===== config.mk =====
export PLATFORM = sky130hd
export DESIGN_NAME = srecord_char_parser
export DESIGN_NICKNAME = d
export VERILOG_FILES = /design/src/sv/srec_pkg.sv /design/src/sv/srec_core.sv /design/src/sv/srecord_char_parser.sv
export SDC_FILE = /design/constraint.sdc
export NUM_CORES = 1
export LEC_CHECK = 0
export BUFFER_PORTS_ARGS = -buffer_cell sky130_fd_sc_hd__buf_2
export CAP_MARGIN = 20
export CORE_UTILIZATION = 40
export DETAILED_ROUTE_END_ITERATION = 10
export PLACE_DENSITY = 0.72
export SKIP_CTS_REPAIR_TIMING = 1
export SYNTH_ARGS = -nofsm -noshare
export SYNTH_HDL_FRONTEND = slang
export SYNTH_SLANG_ARGS = --single-unit

===== constraint.sdc =====
create_clock -name clk -period 5.5 [get_ports clk]
set_input_delay 0.55 -clock clk [delete_from_list [all_inputs] [get_ports clk]]
set_output_delay 0.55 -clock clk [all_outputs]
set_load 0.05 [all_outputs]

===== src/sv/srec_pkg.sv =====
// shared types, codes and decode helpers for the s-record parser
package srec_pkg;

	localparam logic [7:0] CHAR_S    = 8'h53;
	localparam logic [7:0] CHAR_ZERO = 8'h30;
	localparam logic [7:0] CHAR_NINE = 8'h39;
	localparam logic [7:0] CHAR_A    = 8'h41;
	localparam logic [7:0] CHAR_F    = 8'h46;

	typedef enum logic [2:0] {
		KIND_TYPE     = 3'd0,
		KIND_COUNT    = 3'd1,
		KIND_ADDR     = 3'd2,
		KIND_DATA     = 3'd3,
		KIND_CHECKSUM = 3'd4,
		KIND_DROP     = 3'd5
	} kind_t;

	typedef struct packed {
		kind_t       kind;
		logic [3:0]  record_type;
		logic        type_invalid;
		logic [2:0]  address_bytes;
		logic [7:0]  byte_count;
		logic [31:0] address;
		logic [7:0]  data_byte;
		logic        checksum_ok;
		logic [7:0]  computed_checksum;
	} res_t;

	// address length in bytes for a record type
	function automatic logic [2:0] addr_len(input logic [3:0] t);
		logic [2:0] n;
		case (t)
			4'd2, 4'd8: n = 3'd3;
			4'd3, 4'd7: n = 3'd4;
			default:    n = 3'd2;
		endcase
		return n;
	endfunction

	function automatic logic is_hex(input logic [7:0] c);
		return ((c >= CHAR_ZERO) && (c <= CHAR_NINE)) || ((c >= CHAR_A) && (c <= CHAR_F));
	endfunction

	function automatic logic [3:0] hex_nibble(input logic [7:0] c);
		logic [7:0] v;
		if (c <= CHAR_NINE) begin
			v = c - CHAR_ZERO;
		end else begin
			v = c - CHAR_A + 8'd10;
		end
		return v[3:0];
	endfunction

endpackage


===== src/sv/srec_core.sv =====
// record state machine: updates parse state for one character, forms the result
module srec_core import srec_pkg::*; (
	input  logic       clk,
	input  logic       arst_n,
	input  logic       en,
	input  logic [7:0] ch,
	output logic       emit,
	output res_t       res
);

	typedef enum logic [2:0] {
		PH_IDLE  = 3'd0,
		PH_TYPE  = 3'd1,
		PH_COUNT = 3'd2,
		PH_ADDR  = 3'd3,
		PH_DATA  = 3'd4
	} phase_t;

	phase_t      phase_q, phase_n;
	logic        high_pending_q, high_pending_n;
	logic [3:0]  held_q, held_n;
	logic [3:0]  type_q, type_n;
	logic [2:0]  addr_left_q, addr_left_n;
	logic [9:0]  bytes_left_q, bytes_left_n;
	logic [31:0] addr_acc_q, addr_acc_n;
	logic [7:0]  sum_q, sum_n;

	logic [3:0]  nib;
	logic [7:0]  b;
	logic [3:0]  t_new;
	logic        t_bad;
	logic [7:0]  calc;

	assign nib  = hex_nibble(ch);
	assign b    = {held_q, nib};
	assign calc = ~sum_q;

	always_comb begin
		t_bad = 1'b0;
		case (nib)
			4'd0, 4'd1, 4'd2, 4'd3, 4'd7, 4'd8, 4'd9: t_bad = 1'b0;
			default: t_bad = 1'b1;
		endcase
		t_new = t_bad ? 4'd1 : nib;
	end

	always_comb begin
		phase_n        = phase_q;
		high_pending_n = high_pending_q;
		held_n         = held_q;
		type_n         = type_q;
		addr_left_n    = addr_left_q;
		bytes_left_n   = bytes_left_q;
		addr_acc_n     = addr_acc_q;
		sum_n          = sum_q;
		emit           = 1'b0;
		res            = '0;
		res.kind       = KIND_TYPE;

		if (ch == CHAR_S) begin
			// a half-received byte is dropped and reported
			if (!high_pending_q) begin
				emit              = 1'b1;
				res.kind          = KIND_DROP;
				res.record_type   = type_q;
				res.address_bytes = addr_len(type_q);
				res.data_byte     = {4'd0, held_q};
			end
			sum_n          = '0;
			high_pending_n = 1'b1;
			phase_n        = PH_TYPE;
		end else if (is_hex(ch)) begin
			if (phase_q == PH_TYPE) begin
				type_n            = t_new;
				addr_left_n       = addr_len(t_new);
				addr_acc_n        = '0;
				phase_n           = PH_COUNT;
				emit              = 1'b1;
				res.kind          = KIND_TYPE;
				res.record_type   = t_new;
				res.type_invalid  = t_bad;
				res.address_bytes = addr_len(t_new);
			end else if (high_pending_q) begin
				held_n         = nib;
				high_pending_n = 1'b0;
			end else begin
				high_pending_n    = 1'b1;
				res.record_type   = type_q;
				res.address_bytes = addr_len(type_q);
				case (phase_q)
					PH_COUNT: begin
						bytes_left_n   = {2'd0, b};
						sum_n          = sum_q + b;
						phase_n        = PH_ADDR;
						emit           = 1'b1;
						res.kind       = KIND_COUNT;
						res.byte_count = b;
					end
					PH_ADDR: begin
						addr_acc_n   = {addr_acc_q[23:0], b};
						sum_n        = sum_q + b;
						bytes_left_n = bytes_left_q - 10'd1;
						addr_left_n  = addr_left_q - 3'd1;
						if (addr_left_n == 3'd0) begin
							phase_n     = PH_DATA;
							emit        = 1'b1;
							res.kind    = KIND_ADDR;
							res.address = addr_acc_n;
						end
					end
					PH_DATA: begin
						bytes_left_n  = bytes_left_q - 10'd1;
						emit          = 1'b1;
						res.address   = addr_acc_q;
						res.data_byte = b;
						// the byte on which the counter runs out is the checksum
						if (bytes_left_n == 10'd0) begin
							res.kind              = KIND_CHECKSUM;
							res.checksum_ok       = (b == calc);
							res.computed_checksum = calc;
							phase_n               = PH_IDLE;
						end else begin
							res.kind = KIND_DATA;
							sum_n    = sum_q + b;
						end
					end
					default: begin
						// idle: pairs are assembled but give nothing
						emit = 1'b0;
						res  = '0;
					end
				endcase
			end
		end
	end

	always_ff @(posedge clk or negedge arst_n) begin
		if (!arst_n) begin
			phase_q        <= PH_IDLE;
			high_pending_q <= 1'b1;
			held_q         <= '0;
			type_q         <= '0;
			addr_left_q    <= '0;
			bytes_left_q   <= '0;
			addr_acc_q     <= '0;
			sum_q          <= '0;
		end else if (en) begin
			phase_q        <= phase_n;
			high_pending_q <= high_pending_n;
			held_q         <= held_n;
			type_q         <= type_n;
			addr_left_q    <= addr_left_n;
			bytes_left_q   <= bytes_left_n;
			addr_acc_q     <= addr_acc_n;
			sum_q          <= sum_n;
		end
	end

	a_addr_left_range: assert property (@(posedge clk) disable iff (!arst_n)
		(phase_q == PH_ADDR) |-> (addr_left_q != 3'd0 && addr_left_q <= 3'd4))
		else $error("address byte counter out of range");

	a_type_valid: assert property (@(posedge clk) disable iff (!arst_n)
		(phase_q == PH_DATA) |-> (type_q == 4'd0 || type_q == 4'd1 || type_q == 4'd2 ||
			type_q == 4'd3 || type_q == 4'd7 || type_q == 4'd8 || type_q == 4'd9))
		else $error("stored record type is not a legal type");

	a_s_restarts: assert property (@(posedge clk) disable iff (!arst_n)
		(en && ch == CHAR_S) |=> (phase_q == PH_TYPE && high_pending_q && sum_q == 8'd0))
		else $error("record start did not reset parse state");

endmodule


===== src/sv/srecord_char_parser.sv =====
// top level of the s-record character parser: input and result registers around the core
//
// Usage:
//   Characters enter on the char channel (char_valid, char_stall, in_char), one per
//   transfer. Each parsed event leaves on the rec channel (rec_valid, rec_stall and
//   the result fields) as one transfer; many characters give no result at all.
//   A character is taken into an input register, processed by the record state
//   machine once the result register is free or draining, and its result, if any,
//   is loaded into the result register at the end of that cycle, which drives
//   rec_valid. Throughput is one character per clock while the receiver does not stall.
//   When the receiver stalls, the result register holds and the input register
//   keeps its character; char_stall rises only when both are occupied, so one
//   extra character is still taken while a result waits.
//   Reset (arst_n low) empties both registers and returns the parser to idle
//   with a high nibble expected and the checksum cleared.
module srecord_char_parser import srec_pkg::*; (
	input  logic        clk,
	input  logic        arst_n,
	input  logic        char_valid,
	output logic        char_stall,
	input  logic [7:0]  in_char,
	output logic        rec_valid,
	input  logic        rec_stall,
	output logic [2:0]  kind,
	output logic [3:0]  record_type,
	output logic        type_invalid,
	output logic [2:0]  address_bytes,
	output logic [7:0]  byte_count,
	output logic [31:0] address,
	output logic [7:0]  data_byte,
	output logic        checksum_ok,
	output logic [7:0]  computed_checksum
);

	logic       valid_s1;
	logic [7:0] char_s1;
	logic       valid_s2;
	res_t       res_s2;
	logic       advance;
	logic       core_en;
	logic       emit;
	res_t       res;

	assign advance    = !valid_s2 || !rec_stall;
	assign char_stall = valid_s1 && !advance;
	assign core_en    = valid_s1 && advance;

	srec_core u_core (
		.clk    (clk),
		.arst_n (arst_n),
		.en     (core_en),
		.ch     (char_s1),
		.emit   (emit),
		.res    (res)
	);

	always_ff @(posedge clk or negedge arst_n) begin
		if (!arst_n) begin
			valid_s1 <= 1'b0;
			valid_s2 <= 1'b0;
		end else begin
			if (!valid_s1 || advance) begin
				valid_s1 <= char_valid;
			end
			if (advance) begin
				valid_s2 <= core_en && emit;
			end
		end
	end

	always_ff @(posedge clk) begin
		if (char_valid && !char_stall) begin
			char_s1 <= in_char;
		end
		if (core_en && emit) begin
			res_s2 <= res;
		end
	end

	assign rec_valid         = valid_s2;
	assign kind              = res_s2.kind;
	assign record_type       = res_s2.record_type;
	assign type_invalid      = res_s2.type_invalid;
	assign address_bytes     = res_s2.address_bytes;
	assign byte_count        = res_s2.byte_count;
	assign address           = res_s2.address;
	assign data_byte         = res_s2.data_byte;
	assign checksum_ok       = res_s2.checksum_ok;
	assign computed_checksum = res_s2.computed_checksum;

	a_stall_only_when_full: assert property (@(posedge clk) disable iff (!arst_n)
		char_stall |-> (valid_s2 && rec_stall))
		else $error("input stalled while the result register could drain");

	a_checksum_consistent: assert property (@(posedge clk) disable iff (!arst_n)
		(valid_s2 && res_s2.kind == KIND_CHECKSUM) |->
			(res_s2.checksum_ok == (res_s2.data_byte == res_s2.computed_checksum)))
		else $error("checksum flag disagrees with compared bytes");

	a_result_held: assert property (@(posedge clk) disable iff (!arst_n)
		(valid_s2 && rec_stall) |=> (valid_s2 && $stable(res_s2)))
		else $error("stalled result register changed");

	a_addr_len_match: assert property (@(posedge clk) disable iff (!arst_n)
		valid_s2 |-> (res_s2.address_bytes == addr_len(res_s2.record_type)))
		else $error("address length does not follow record type");

endmodule


# Word level (Yosys, flattened, before mapping)
# Index checks and enable logic that the tools add are counted.
word_totals:
  regBits: 143
  input_bits: 12
  wordCells: 161
classes:
  addsub: 6
  n_lt_le_gt_ge: 4
  n_eq_ne: 27
  n_mux: 54
  bitwise_logic: 8
  reduce_logical: 42
ops:
  columns: ["op", "count"]
  rows:
  - ["$mux 68", 2]
  - ["$mux 32", 4]
  - ["$mux 8", 8]
  - ["$pmux 32 s2", 1]
  - ["$mux 57", 1]
  - ["$mux 3", 12]
  - ["$eq 4x2->1 const B", 6]
  - ["$pmux 10 s2", 1]
  - ["$pmux 3 s3", 2]
  - ["$reduce_and 6->1", 3]
  - ["$mux 17", 1]
  - ["$eq 4x4->1 const B", 4]
  - ["$pmux 8 s2", 1]
  - ["$reduce_or 2->1", 8]
  - ["$mux 7", 2]
  - ["$eq 4x3->1 const B", 3]
  - ["$mux 4", 3]
  - ["$pmux 3 s2", 2]
  - ["$mux 11", 1]
  - ["$logic_not 10->1", 1]
  - ["$mux 1", 10]
  - ["$reduce_and 5->1", 2]
  - ["$sub 10x1->10 const B", 1]
  - ["$mux 9", 1]
  - ["38 further kinds", 61]

# Logic depth before layout (Yosys ltp)
# Gate-level depths: netlist of the first run.
depth:
  depth_word: 12
  depth_mapped: 15

# By module
# Synthesis of the first run repeated with hierarchy kept, for this count alone.
hier_totals:
  cells_unflattened: 663
  hier_area_um2: 6832.8
modules_own_cells:
  columns: ["module", "n_inst", "cells_per_inst", "area_per_inst_um2"]
  rows:
  - ["srec_core", 1, 576, 4451.8]
  - ["srecord_char_parser", 1, 87, 2381.0]

# Worst setup path before layout of the first run
# No wires, ideal clock.
synth_path:
  kind: "reg2reg"
  startpoint: "reg char_s1[3]"
  endpoint: "reg res_s2, in the netlist address[0] (enable)"
  setup_ns: 0.495
  arrival_ns: 5.020
  t_required_ns: 5.005
  setup_slack_ns: -0.014
  stages_incl_launch_ff: 8
  path_buffers: 1
  cell_sequence: "edfxtp_1 > or4b_4 > a311o_1 > o22ai_1 > clkbuf_1 > nand2_1 > a22o_1 > nor2_1"
synth_via:
  elab_chain_cells: 6
  word_cells_on_any_way: 11
synth_lines:
  columns: ["item", "line", "source"]
  rows:
  - ["from (decl)", "srecord_char_parser.sv:36", "logic [7:0] char_s1;"]
  - ["from (signal assigned)", "srecord_char_parser.sv:73", "char_s1 <= in_char;"]
  - ["$ge 8x6->1 (tied with other cells)", "srec_pkg.sv:43", "return ((c >= CHAR_ZERO) && (c <= CHAR_NINE)) || ((c >= CHAR_A) && (c <= CHAR_F));"]
  - ["$logic_and 1x1->1", "srec_pkg.sv:43", null]
  - ["$logic_or 1x1->1", "srec_pkg.sv:43", null]
  - ["$mux 1", "srec_core.sv:72", "end else if (is_hex(ch)) begin"]
  - ["$mux 1 *", "srec_core.sv:60", "if (ch == CHAR_S) begin"]
  - ["$logic_and 1x1->1 *", "srecord_char_parser.sv:75", "if (core_en && emit) begin"]
  - ["to (signal assigned)", "srecord_char_parser.sv:76", "res_s2 <= res;"]
  - ["to (decl)", "srecord_char_parser.sv:38", "res_t res_s2;"]
# Mark *: on every way between the ends. The rest lies on a longest branch, timed or not.
# A chain may end at the register's enable or synchronous reset.

# Worst setup path after layout of the first run
layout_path:
  startpoint: "reg char_s1[3]"
  endpoint: "reg res_s2, in the netlist record_type[1] (enable)"
# Same word-level chain as after synthesis.

==> impl_metrics.ini, run 1 <==
[layout]
diodes = 0
final_layout_size_suffix_gt1_share_pct = 19.4
syn_to_final_growth_pct = 17.9
fillCellCount = 1495
final_nets = 719

[timing]
slew_headroom_pct = 31.8
rsz0062_at_grt = false
fin_skew_ns = 0.0109
max_clock_freq_mhz = 263
hold_viol_final = 0
setup-violations-final = 0
setup_tns_ns = 0
min_period_ns = 3.81
tightestPinTransition_ns = 1.01
fin_crit_sh_pct = 69.2
fin_hold_ws_ns = 0.309
drv_slew = 0

[synthesis]
yosysWarnings = 0
synth_top_area_share_pct = 33.7
synth_cell_types = 62
syn_nets = 646
synthTopCellsByArea = edfxtp_1, dfrtp_1, a22o_1
ys_ff_latch = 143
synth_area_leader_cell = edfxtp_1
synth_common_cells = nand2_1, edfxtp_1, dfrtp_1, o21ai_0, a22o_1
syn_area_um2 = 6770
synth_edf_count = 76
netlist_instances = 619
synth_ff_type = edfxtp_1
ys_async_sr_fraction_pct = 46.9
avgSynthCellArea_um2 = 10.9
seq_area_frac_synth_pct = 58.5
yosysMostFrequentCell = nand2_1

[cts]
cts_max_path_buffers = 2
htree_levels = 4
cts_tree = done
clkTransAtPathRegs_ns = 0.06
numCtsBuffers = 17
clk_latency_ns = 0.42
numClockSinks = 143
cts-root-buf = clkbuf_16

[detailed_routing]
dr.pass1.iters = 5
routedWlPerCell_um = 16.4
postRouteAntennaNets = 0
vias = 5116
drc_errors = 0
drt_iter0_drc = 418
via_per_inst = 5.53
wl_um = 15200

[die]
dieArea_um2 = 17400
coreArea_um2 = 16500
die_h_um = 132
fp-row-count = 47
dieWidth_um = 132
start_util_pct = 41.0
io_pins = 82

[place]
dp_hpwl_um = 10200
routabilityCongestion = 0.889
numPortBuffers = 81

[status]
outcome = complete, no violations

[grt]
gr-total-overflow = 0
grt_antenna_before_repair = 0
grt_pass1_wl_um = 24800
grt_pass1_vias = 4682
grt_usage_pct = 18.2
grt_max_degree = 71

[critical_path]
cp_max_fo = 50
worstSetupEndpointType = flip-flop
worst_setup_path_start_kind = flip-flop
critPathKind = flip-flop to flip-flop
crit_required_ns = 5.59
reg2regPathDepth = 7
critPathArrivalTime_ns = 3.90

[power_and_ir_drop]
pwr_density_cell_nw_per_um2 = 395
leakagePower_nw = 3.49
vdd_drop_max_uv = 228

[hold_path]
hold_depth = 1
hp-class = input port to flip-flop

[flow_run]
drv_cap = 0
==> report_power, final <==
part	switching [mW]	internal [mW]
Sequential	0.165	1.22
Combinational	0.363	0.232
Clock	0.447	0.729
==> layer usage <==
layer	track usage, %	vias to the layer above	share of wire (%)
li1	-	2439	-
met1	25.8	2423	45
met2	27.2	225	45
met3	3.77	29	7.0
met4	7.24	0	2.2
met5	0	-	0
==> critical path, cell delays in order, from the launching register on <==
cell      delay (ns)
edfxtp_1        0.43
or4b_4          0.57
a311o_1         0.37
o22ai_1         0.62
nand2_1         0.28
a22o_1          0.37
nor2_4          0.47
buf_12          0.33
==> worst paths after layout <==
check	to	slack [ns]	from
max	record_type[1]	1.69	char_s1[3]
min	char_s1[5]	0.31	in_char[5]
max reg2reg	record_type[1]	1.69	char_s1[3]
min reg2reg	u_core.addr_acc_q[29]	0.48	u_core.addr_acc_q[29]
max in group asynchronous	u_core.type_q[2]	4.56	arst_n
min in group asynchronous	u_core.addr_acc_q[29]	0.34	arst_n
==> sequential cells by signal, indices dropped and copies added, names as in the netlist, 8 cells and up <==
| register | count |
|---|---|
| address | 32 |
| u_core.addr_acc_q | 32 |
| u_core.bytes_left_q | 10 |
| byte_count | 8 |
| char_s1 | 8 |
| computed_checksum | 8 |
| data_byte | 8 |
| u_core.sum_q | 8 |
==> through the flow <==
stage / util, % / worst slack (ns) / total power, mW / instance area, µm² / instances
finish: 48.3 / 1.69 / 3.15 / 7980 / 925
global route: 48.3 / 1.43 / 3.31 / 7980 / 925
CTS: 48.3 / 1.71 / 3.16 / 7980 / 925
detailed placement: 44.7 / 1.74 / 1.99 / 7380 / 893
global placement: 44.7 / 1.80 / 1.97 / 7380 / 893
floorplan: - / 1.13 / 1.81 / 6770 / 619
==> layout make-up <==
type,instances,area (µm²),share of cell area [%]
flip-flops and latches,143,3960,49.6
multi-input cells,422,2590,32.5
repair buffers,89,478,5.99
clock buffers,20,447,5.60
well taps,220,275,3.45
clock inverters,12,156,1.96
inverters,19,71.3,0.894
==> placed cells by master, fill, tap and decap left out, types with 3 or more instances in the layout <==
cell | synthesis | final
nor3_1 | 11 | 11
and2_1 | 7 | 7
or3_1 | 4 | 4
clkinv_2 | 0 | 3
nand4_1 | 3 | 3
o21ai_1 | 4 | 4
o21ai_0 | 58 | 58
nor2_1 | 42 | 41
nor4_1 | 6 | 6
nand2_1 | 90 | 90
bufinv_16 | 0 | 3
o22ai_1 | 4 | 4
clkbuf_16 | 0 | 17
a22oi_1 | 5 | 5
a32o_1 | 3 | 3
a211oi_1 | 4 | 4
a21o_1 | 4 | 4
nand2b_1 | 7 | 7
o2bb2ai_1 | 4 | 4
xnor2_1 | 7 | 7
nor2b_1 | 4 | 4
ha_1 | 14 | 14
buf_2 | 0 | 81
a21oi_1 | 27 | 26
mux2_2 | 5 | 5
o31ai_1 | 4 | 4
buf_4 | 0 | 7
nor3b_1 | 5 | 5
a22o_1 | 43 | 43
and3_1 | 9 | 9
nand3_1 | 8 | 8
dfrtp_1 | 66 | 66
inv_6 | 0 | 4
inv_1 | 18 | 18
edfxtp_1 | 76 | 76
==> logic make-up after synthesis <==
kind of cell,synth area share [%]
AOI/OAI and AO/OA,17.9
xor gates and xnor gates,1.04
buffers and inverters,3.44
adders and majority gates,2.88
muxes,0.980
DFF,58.5
and+or+nand+nor,15.3
No activity file was read; power rests on OpenSTA's default activity.
==> run 2, diff against run 1 <==
Clock period 5.5 ns to 3.2 ns, I/O delays scaled along.
==> run 2 against run 1 <==
- final cell count grew 2.1%
- register-to-register slack lost 1.5 ns
- critical path depth rose by 6
- critical path type unchanged
- sequential power is 70% higher
- combinational power up 88%
- via count rose by 0.65%
- sequential cell count is the same
- clock power grew 79%
- worst setup slack got worse by 1.5 ns
- routed wire length increased by 4.5%
==> impl_metrics.ini, run 2 (same netlist as run 1, synthesis figures left out) <==
[status]
outcome = complete, no violations

[power_and_ir_drop]
p_int_mw = 3.82
sw_frac_of_total_pct = 31.5
p_sw_mw = 1.76
leakagePower_nw = 3.62
vdd_drop_max_uv = 432
total_power_mw = 5.58
clkPwrFrac_pct = 37.8
pwr-share-seq_pct = 42.2
combPwrFrac_pct = 20.0
pwr_density_cell_nw_per_um2 = 682

[timing]
rsz0062_at_grt = true
setup_tns_ns = 0
drv_slew = 0
max_clock_freq_mhz = 332
min_period_ns = 3.01
setup-violations-final = 0
fin_skew_ns = 0.0113
slew_headroom_pct = 40.7
layout_setup_ws_ns = 0.188
fin_crit_sh_pct = 94.1
hold_viol_final = 0
tightestPinTransition_ns = 0.890

[detailed_routing]
postRouteAntennaNets = 0
drt_iter0_drc = 488
via_per_inst = 5.45
routedWlPerCell_um = 16.8
dr.pass1.iters = 5
drc_errors = 0
met1_length_um = 7100
wl_met2_um = 7390
vias = 5149
highest_layer = met4
wl_met3_um = 1040
wl_um = 15900

[critical_path]
startpoint = char_s1[0]
critPathArrivalTime_ns = 3.36
cp_max_fo = 6
worst_setup_path_start_kind = flip-flop
timing.rr.start = char_s1[0]
crit_required_ns = 3.55
worstSetupEndpointType = flip-flop
critPathKind = flip-flop to flip-flop

[place]
pre_cts_slack_ns = 0.0919
post_dp_cell_area_um2 = 7520
numPortBuffers = 81
routabilityCongestion = 0.905
dp_hpwl_um = 10500

[die]
fp-row-count = 47
io_pins = 82
die_h_um = 132
start_util_pct = 41.0
coreArea_um2 = 16500
dieArea_um2 = 17400
dieWidth_um = 132

[cts]
clk_latency_ns = 0.43
cts-root-buf = clkbuf_16
numCtsBuffers = 17
cts_tree = done
numClockSinks = 143
htree_levels = 4
cts_max_path_buffers = 2
clkTransAtPathRegs_ns = 0.06

[grt]
grt_antenna_before_repair = 0
grt_pass1_vias = 4768
grt_usage_pct = 18.9
gr-total-overflow = 0
grt_max_degree = 68
grt_pass1_wl_um = 25400

[layout]
final_cell_mix = nand2_1, buf_2, edfxtp_1
post-route-util_pct = 49.6
diodes = 0
fillCellCount = 1486
final_nets = 738
final_area_um2 = 8190
syn_to_final_growth_pct = 21.0
final_layout_size_suffix_gt1_share_pct = 22.2
final_common_cell = nand2_1

[hold_path]
hp-class = input port to flip-flop
min_from = in_char[6]

[flow_run]
drv_cap = 0
## run 2: changes by cell type in the layout (fill, tap and decap cells not counted), sizes merged
cell / previous run / this run
buf: 89 / 108
clkinv: 4 / 3
clkinvlp: 1 / 0
inv: 23 / 25
## run 2: worst paths after layout
path / slack, ns / cells past startpoint / endpoint
min: 0.06 / 1 / char_s1[6]
max reg2reg: 0.19 / 13 / u_core.sum_q[7]
min reg2reg: 0.48 / 2 / u_core.addr_acc_q[25]
max in group asynchronous: 2.53 / 2 / u_core.sum_q[6]
max: 0.19 / 13 / u_core.sum_q[7]
min in group asynchronous: 0.10 / 2 / u_core.addr_acc_q[29]
## run 2: area by class of cell
| type | instances | area (µm²) | share of cell area [%] |
|---|---|---|---|
| clock buffer | 20 | 457 | 5.58 |
| clock inverter | 12 | 174 | 2.12 |
| inverter | 19 | 71.3 | 0.871 |
| multi-input combinational | 422 | 2620 | 32.0 |
| sequential | 143 | 3960 | 48.4 |
| tap | 220 | 275 | 3.36 |
| timing repair buffer | 108 | 633 | 7.73 |
## run 2: metal layers
| layer | up-vias | track usage [%] |
|---|---|---|
| li1 | 2470 | - |
| met1 | 2446 | 25.1 |
| met2 | 205 | 29.5 |
| met3 | 28 | 4.77 |
| met4 | 0 | 7.43 |
| met5 | - | 0 |
## run 2: per-stage QoR
step | hold slack, ns | std cells
4_1_cts | 0.0514 | 941
6_report | 0.0560 | 944
3_3_place_gp | 0.462 | 909
3_5_place_dp | 0.472 | 909
5_1_grt | 0.0428 | 944
2_1_floorplan | 0.0244 | 619
## run 2: power by group through the flow
stage          logic (mW)  registers (mW)  clock network (mW)
5_1_grt              1.25            2.37                2.22
2_1_floorplan       0.851            2.27                   0
3_5_place_dp         1.09            2.38                   0
4_1_cts              1.10            2.34                2.13
3_3_place_gp         1.07            2.38                   0
6_report             1.12            2.35                2.11
## run 2: critical path, cell delays in order (launching register included)
cell      delay [ns]
edfxtp_1        0.41
inv_1           0.09
ha_1            0.22
o21bai_1        0.19
a21o_1          0.17
mux2_2          0.43
ha_1            0.33
a21o_1          0.15
a221oi_2        0.06
buf_4           0.15
nor4bb_1        0.26
a211oi_1        0.08
nor3_1          0.19
mux2i_1         0.21
